`src/design/pwm_pkg.sv`:
```
// Package for the motif site scanner: operation codes, base codes and
// the states of the scoring back part.
`timescale 1ns / 1ps
package pwm_pkg;
  typedef enum logic [1:0] {
    OP_START = 2'd0,
    OP_BASE  = 2'd1,
    OP_WLOAD = 2'd2,
    OP_HLOAD = 2'd3
  } op_e;

  localparam logic [2:0] CODE_N = 3'd4;
  localparam logic [2:0] CODE_T = 3'd3;

  typedef enum logic [2:0] {
    BK_IDLE,
    BK_SETUP,
    BK_SCORE,
    BK_DRAIN,
    BK_EMIT
  } bk_state_e;
endpackage

```
`src/design/pwm_front.sv`:
```
// Front part: takes input words, keeps the position and the fill count.
// Weight loads and base jobs are pushed into a two-entry queue. Depends on pwm_pkg.
`timescale 1ns / 1ps
module pwm_front import pwm_pkg::*; #(
  parameter int MAX_MOTIFS = 8,
  parameter int MAX_LEN = 32,
  parameter int POS_BITS = 20,
  localparam int SW = (MAX_MOTIFS > 1) ? $clog2(MAX_MOTIFS) : 1,
  localparam int RW = (MAX_LEN > 1) ? $clog2(MAX_LEN) : 1,
  localparam int FW = $clog2(MAX_LEN + 1),
  localparam int QW = 1 + SW + RW + 2 + 16 + 3 + POS_BITS + FW
) (
  input  logic           clk_i,
  input  logic           rst_ni,
  input  logic           in_valid,
  output logic           in_stall,
  input  logic [1:0]     op_i,
  input  logic [2:0]     symbol_i,
  input  logic [2:0]     motif_slot_i,
  input  logic [4:0]     row_i,
  input  logic signed [15:0] weight_i,
  input  logic           hdr_block_i,
  output logic           q_valid_o,
  input  logic           q_pop_i,
  output logic [QW-1:0]  q_word_o
);
  logic [POS_BITS-1:0] pos_q, pos_d;
  logic [FW-1:0] fill_q, fill_d;
  logic [QW-1:0] q_mem_q [2];
  logic q_wp_q, q_rp_q;
  logic [1:0] q_cnt_q;
  logic acc, push;
  logic [QW-1:0] word;
  logic wl_ok;

  // hold header words until the back part is idle
  assign in_stall = (q_cnt_q == 2'd2) || ((op_i == OP_HLOAD) && hdr_block_i);
  assign acc = in_valid && !in_stall;
  assign wl_ok = (symbol_i <= CODE_T) && (32'(row_i) < MAX_LEN)
                 && (32'(motif_slot_i) < MAX_MOTIFS);
  assign push = acc && ((op_i == OP_BASE) || ((op_i == OP_WLOAD) && wl_ok));
  assign word = {(op_i == OP_BASE), SW'(motif_slot_i), RW'(row_i), symbol_i[1:0],
                 weight_i, symbol_i, pos_q, fill_d};

  always_comb begin
    pos_d = pos_q;
    fill_d = fill_q;
    if (acc && op_i == OP_START) begin
      pos_d = '0;
      fill_d = '0;
    end else if (acc && op_i == OP_BASE) begin
      pos_d = pos_q + 1'b1;
      if (32'(fill_q) < MAX_LEN) fill_d = fill_q + 1'b1;
    end
  end

  always_ff @(posedge clk_i or negedge rst_ni) begin
    if (!rst_ni) begin
      pos_q <= '0;
      fill_q <= '0;
      q_wp_q <= 1'b0;
      q_rp_q <= 1'b0;
      q_cnt_q <= '0;
    end else begin
      pos_q <= pos_d;
      fill_q <= fill_d;
      if (push) q_wp_q <= ~q_wp_q;
      if (q_pop_i) q_rp_q <= ~q_rp_q;
      q_cnt_q <= q_cnt_q + {1'b0, push} - {1'b0, q_pop_i};
    end
  end

  always_ff @(posedge clk_i) begin
    if (push) q_mem_q[q_wp_q] <= word;
  end

  assign q_valid_o = (q_cnt_q != 2'd0);
  assign q_word_o = q_mem_q[q_rp_q];
endmodule

```
`config.mk`:
```
export PLATFORM = sky130hd
export DESIGN_NAME = pwm_front
export DESIGN_NICKNAME = d
export VERILOG_FILES = /design/src/design/pwm_pkg.sv /design/src/design/pwm_front.sv
export SDC_FILE = /design/constraint.sdc
export NUM_CORES = 1
export LEC_CHECK = 0
export BUFFER_PORTS_ARGS = -buffer_cell sky130_fd_sc_hd__clkbuf_2
export CORE_MARGIN = 2
export CORE_UTILIZATION = 45
export CTS_BUF_LIST = sky130_fd_sc_hd__clkbuf_8
export DETAILED_ROUTE_END_ITERATION = 6
export PLACE_DENSITY = 0.69
export SLEW_MARGIN = 25
export SYNTH_ARGS = -nofsm -noshare
export SYNTH_HDL_FRONTEND = slang
export SYNTH_SLANG_ARGS = --single-unit
```
`constraint.sdc`:
```
create_clock -name clk_i -period 11.65 [get_ports clk_i]
set_clock_uncertainty 0.1 [all_clocks]
set_input_delay 2.33 -clock clk_i [delete_from_list [all_inputs] [get_ports clk_i]]
set_output_delay 2.33 -clock clk_i [all_outputs]
set_load 0.05 [all_outputs]
```
## Word-level counts from Yosys, hierarchy flattened

Memories as Yosys holds them, arrays and structs flattened.
Index checks and enable logic that the tools add are counted.

| storage, ports and cells | value |
|---|---|
| register bits | 30 |
| RAM bits | 112 |
| word-level logic and storage cells | 37 |
| memories | 1 |

| operators by class | value |
|---|---|
| add/subtract/negate cells | 4 |
| $lt $le $gt $ge | 2 |
| equality and inequality tests | 4 |
| mux-type cells | 7 |
| bitwise operators | 2 |
| reductions and logical operators | 12 |

Memories:

| memory | words | bits a word | read ports | clocked after memory_dff | wr ports | RTL line | source |
|---|---|---|---|---|---|---|---|
| q_mem_q | 2 | 56 | 1 | 0 | 1 | pwm_front.sv:29 | `logic [QW-1:0] q_mem_q [2];` |

Operators by type and width:

| cell | number |
|---|---|
| $mux 20 | 2 |
| $add 20x1->20 const B | 1 |
| $mux 6 | 3 |
| $add 6x1->6 const B | 1 |
| $eq 2x2->1 const B | 3 |
| $logic_and 1x1->1 | 6 |
| $lt 6x6->1 const B | 1 |
| $reduce_bool 2->1 | 2 |
| $le 3x2->1 const B | 1 |
| $add 2x1->2 | 1 |
| $eq 2x1->1 const B | 1 |
| $logic_not 2->1 | 1 |
| $logic_or 1x1->1 | 2 |
| $mux 1 | 2 |
| $not 1->1 | 2 |
| $sub 2x1->2 | 1 |
| $logic_not 1->1 | 1 |

## Longest topological paths before layout

| logic depth | value |
|---|---|
| depth in word-level cells | 8 |
| mapped depth | 10 |
| gate-level depth less buffers | 9 |

## Worst setup path after synthesis

OpenSTA, ideal clock, no wires.

| path | value |
|---|---|
| path type | input to register |
| start | input port op_i[1] |
| end | memory q_mem_q[0][0] in the netlist's numbering (enable) |
| library setup time | 466 ps |
| data arrival time | 5287 ps |
| path slack | 5797 ps |
| stages | 6 |
| cells stage by stage | nand2b_4 > inv_2 > a21oi_1 > or3_1 > clkbuf_1 > nor2_1 |

| on the way | value |
|---|---|
| elaborated cells between the ends (all ways) | 12 |

RTL lines:

| item | RTL line | source |
|---|---|---|
| from (decl) | pwm_front.sv:17 | `input logic [1:0] op_i,` |
| $eq 2x1->1 | - |  |
| net word[55] | pwm_front.sv:33 | `logic [QW-1:0] word;` |
| $logic_or 1x1->1 | pwm_front.sv:41 | `assign push = acc && ((op_i == OP_BASE) \|\| ((op_i == OP_WLOAD) && wl_ok));` |
| $logic_and 1x1->1 | pwm_front.sv:41 |  |
| $mux 1 | pwm_front.sv:74 | `if (push) q_mem_q[q_wp_q] <= word;` |
| $mux 1 (not written as such) | pwm_front.sv:74 |  |
| to (decl) | pwm_front.sv:29 |  |

The timed path passes the listed nets, and every way through them passes these cells.

## Final worst setup path

| path | value |
|---|---|
| start | input port op_i[0] |
| end | output port in_stall |

| on the way | value |
|---|---|
| word-level cells in the longest chain between the ends | 3 |

Ends and longest elaborated chain:

| item | RTL line | source |
|---|---|---|
| $eq 2x2->1 | pwm_front.sv:37 | `assign in_stall = (q_cnt_q == 2'd2) \|\| ((op_i == OP_HLOAD) && hdr_block_i);` |
| $logic_and 1x1->1 | pwm_front.sv:37 |  |
| $logic_or 1x1->1 | pwm_front.sv:37 |  |
| to (decl) | pwm_front.sv:16 | `output logic in_stall,` |

Every way passes these cells.

==> load_flow_metrics.sql <==
INSERT INTO impl_metrics (metric_group, metric, value, unit) VALUES
('status', 'status', 'finished, final reports clean', ''),
('run', 'drv.max_cap_violation_count', '0', ''),
('routing', 'drt_wl_total', '10400', 'um'),
('cts', 'cts_made_buffers', '17', ''),
('critical_path', 'cp_max_fo', '14', ''),
('finish', 'layout-drive-gt1-share', '39.9', '%'),
('floorplan', 'fp.dieH', '116', 'um'),
('cts', 'cts_hold_buffers', '0', ''),
('floorplan', 'std_cell_rows', '40', ''),
('routing', 'wl_per_cell', '16.3', 'um'),
('grt', 'grt_pass1_wl', '16600', 'um'),
('power', 'overall_power_after_layout', '1.49', 'mW'),
('floorplan', 'design.die.area', '0.0135', 'sq mm'),
('sta', 'rsz0062_at_grt', 'no', ''),
('yosys', 'post_synthesis_mean_instance_area', '15.6', 'sq um'),
('yosys', 'ys_ff_latch', '138', ''),
('sta', 'timing_hold_violations_final', '0', ''),
('yosys', 'dominantRegCellSynth', 'edfxtp_1', ''),
('sta', 'setup_total_negative_slack', '0', 'ps'),
('grt', 'grt_start_max_net_pins', '55', ''),
('cts', 'clock_path_buffers', '2', ''),
('critical_path', 'critical_path.endpoint_type', 'primary output', ''),
('cts', 'cts_post_setup_buffers_inserted', '0', ''),
('sta', 'report.final.slew_viol_count', '0', ''),
('yosys', 'syn-cell-area', '0.00566', 'sq mm'),
('yosys', 'synth_cell_types', '42', ''),
('grt', 'global_route.usage.total', '16.4', '%'),
('routing', 'dr.pass1.iters', '4', ''),
('cts', 'clock_insertion_delay_worst_skew', '440', 'ps'),
('yosys', 'synth.cells.most_frequent', '108 x edfxtp_1, 54 x mux2_2, 30 x dfrtp_1', ''),
('placed_design', 'globalplace.congestion', '0.875', ''),
('cts', 'clkTransAtPathRegs', '70', 'ps'),
('yosys', 'number_of_flops_mapped_to_enable_cells_by_yosys', '108', ''),
('placed_design', 'dp_hpwl', '6620', 'um'),
('floorplan', 'core_region_area', '0.0122', 'sq mm'),
('cts', 'cts_tree', 'built', ''),
('sta', 'max_slew.worst_pin.slew', '921', 'ps'),
('yosys', 'syn_inst_count', '363', ''),
('grt', 'grt_antenna_before_repair', '0', ''),
('cts', 'post_cts_resize_count', '0', ''),
('yosys', 'synth_area_leaders', 'edfxtp_1 57%, dfrtp_1 13%, mux2_2 11%', ''),
('worst_hold_path', 'min_path_type', 'flop to flop', ''),
('finish', 'diodes', '0', ''),
('placed_design', 'buffer_ports.inserted', '91', ''),
('critical_path', 'critPathRequiredTime', '9220', 'ps'),
('power', 'vdd_drop_max', '0.000175', 'V'),
('power', 'power_per_cell_area', '226', 'mW/mm^2'),
('sta', 'relative_max_transition_margin', '38.2', '%'),
('routing', 'ant_nets', '0', ''),
('yosys', 'synth_warnings', '0', ''),
('finish', 'final_nets', '496', ''),
('routing', 'num_vias', '3380', ''),
('cts', 'tritoncts_num_sinks', '138', ''),
('floorplan', 'dieWidth', '116', 'um'),
('routing', 'drc', '0', ''),
('sta', 'report.final.setup_viol', '0', ''),
('sta', 'whs', '359', 'ps'),
('cts', 'h_tree_depth', '4', ''),
('floorplan', 'io_pins', '92', ''),
('placed_design', 'placement.setup.worst_slack', '6150', 'ps'),
('critical_path', 'arrival', '3070', 'ps'),
('critical_path', 'criticalPathCategory', 'input pin to primary output', ''),
('sta', 'post-route-min-period', '5500', 'ps'),
('sta', 'fin_crit_sh', '47.2', '%'),
('cts', 'clock_tree.root_cell', 'clkbuf_8', ''),
('grt', 'via_count_of_the_first_global_routing_pass', '3374', ''),
('finish', 'area_growth_syn_to_layout', '16.7', '%'),
('power', 'static-leakage-power', '2.54', 'nW'),
('routing', 'vias_per_instance', '5.29', ''),
('sta', 'post-route-worst-setup-slack', '6150', 'ps'),
('routing', 'first_iter_violations', '270', ''),
('grt', 'overflow', '0', ''),
('critical_path', 'worstSetupStartpointType', 'input pin', ''),
('yosys', 'post-synth-top-count-cell', 'edfxtp_1', ''),
('floorplan', 'start_util', '46.5', '%'),
('sta', 'highest_attainable_clock_frequency', '0.182', 'GHz'),
('yosys', 'ys_seq_area_share', '70.6', '%'),
('yosys', 'ys_async_sr_fraction', '21.7', '%'),
('yosys', 'synth_area_leader_cell', 'edfxtp_1', ''),
('yosys', 'syn_nets', '401', ''),
('yosys', 'synth_top_area_share', '57.3', '%');
==> final timing paths <==
check,cells past startpoint,startpoint,end,slack [ps]
max in group asynchronous,1,rst_ni,q_rp_q$_DFFE_PN0P_,9050
setup reg to reg,4,q_cnt_q[1]$_DFF_PN0_,q_mem_q[0][22]$_DFFE_PP_,8890
hold reg to reg,1,q_rp_q$_DFFE_PN0P_,q_rp_q$_DFFE_PN0P_,360
min in group asynchronous,1,rst_ni,fill_q[1]$_DFF_PN0_,1850
hold / removal,1,q_rp_q$_DFFE_PN0P_,q_rp_q$_DFFE_PN0P_,360
setup / recovery,4,op_i[0],in_stall,6150
==> state kept, by name, indices dropped and copies added, names as in the netlist <==
name / cells
q_cnt_q: 2
q_rp_q: 1
q_mem_q: 108
fill_q: 6
q_wp_q: 1
pos_q: 20
==> cell usage in the layout, fill, tap and decap left out, types with 3 or more instances in the layout <==
master    count
clkinv_2      5
ha_1          4
nand3_1      17
o211ai_1      3
clkbuf_8     17
dfrtp_1      29
mux2_2       54
or4_1         4
xnor2_1       4
o21ai_0       9
nand2_1      20
a31oi_1       4
nand2b_1      4
nand4_1       8
edfxtp_1    108
nor2_1       12
or3_1         4
a41oi_1       3
nor2b_1       3
nor4_1        4
nor3_1        5
mux2i_1       3
buf_4         3
clkbuf_2     91
inv_1         6
clkinv_1      4
a21oi_1      14
==> worst max-delay path: stages <==
cell      delay, ps
clkbuf_2        280
nand3_1         120
nand2_1          70
clkbuf_2        270
==> power by group <==
group | internal [mW] | switching [mW]
Combinational | 0.143 | 0.378
Sequential | 0.588 | 0.0258
Clock | 0.185 | 0.173
==> kinds of logic after synthesis <==
kind of cell               count (synthesis)  synth area share [%]
DFF                                      138                  70.6
and+or+nand+nor                           95                  9.49
muxes                                     57                  11.3
AOI/OAI and AO/OA                         38                  4.14
buffers and inverters                     25                  2.68
xor gates and xnor gates                   6                 0.929
adders and majority gates                  4                 0.885
==> metal layers <==
metal  GRT usage, %  routed length (um)  vias to the layer above
li1               -                   -                     1584
met1           20.9                4460                     1661
met2           26.0                5080                      120
met3           5.35                 701                       15
met4           7.14                 145                        0
met5              0                   0                        -
==> area by class of cell <==
class / count / area, sq um
inverter: 7 / 26.3
multi-input combinational: 200 / 1530
fill: 1047 / 5560
clock inverter: 15 / 133
timing repair buffer: 94 / 478
clock buffer: 17 / 234
sequential: 138 / 4000
tap: 168 / 210
==> through the flow <==
step / utilization [%] / instance area, sq um / instances
final: 54.3 / 6600 / 639
after global routing: 54.3 / 6600 / 639
after CTS: 54.3 / 6600 / 639
after detailed placement: 51.3 / 6240 / 607
after global placement: 51.3 / 6240 / 607
after floorplan: - / 5660 / 363
(Power assumes the default switching activity.)
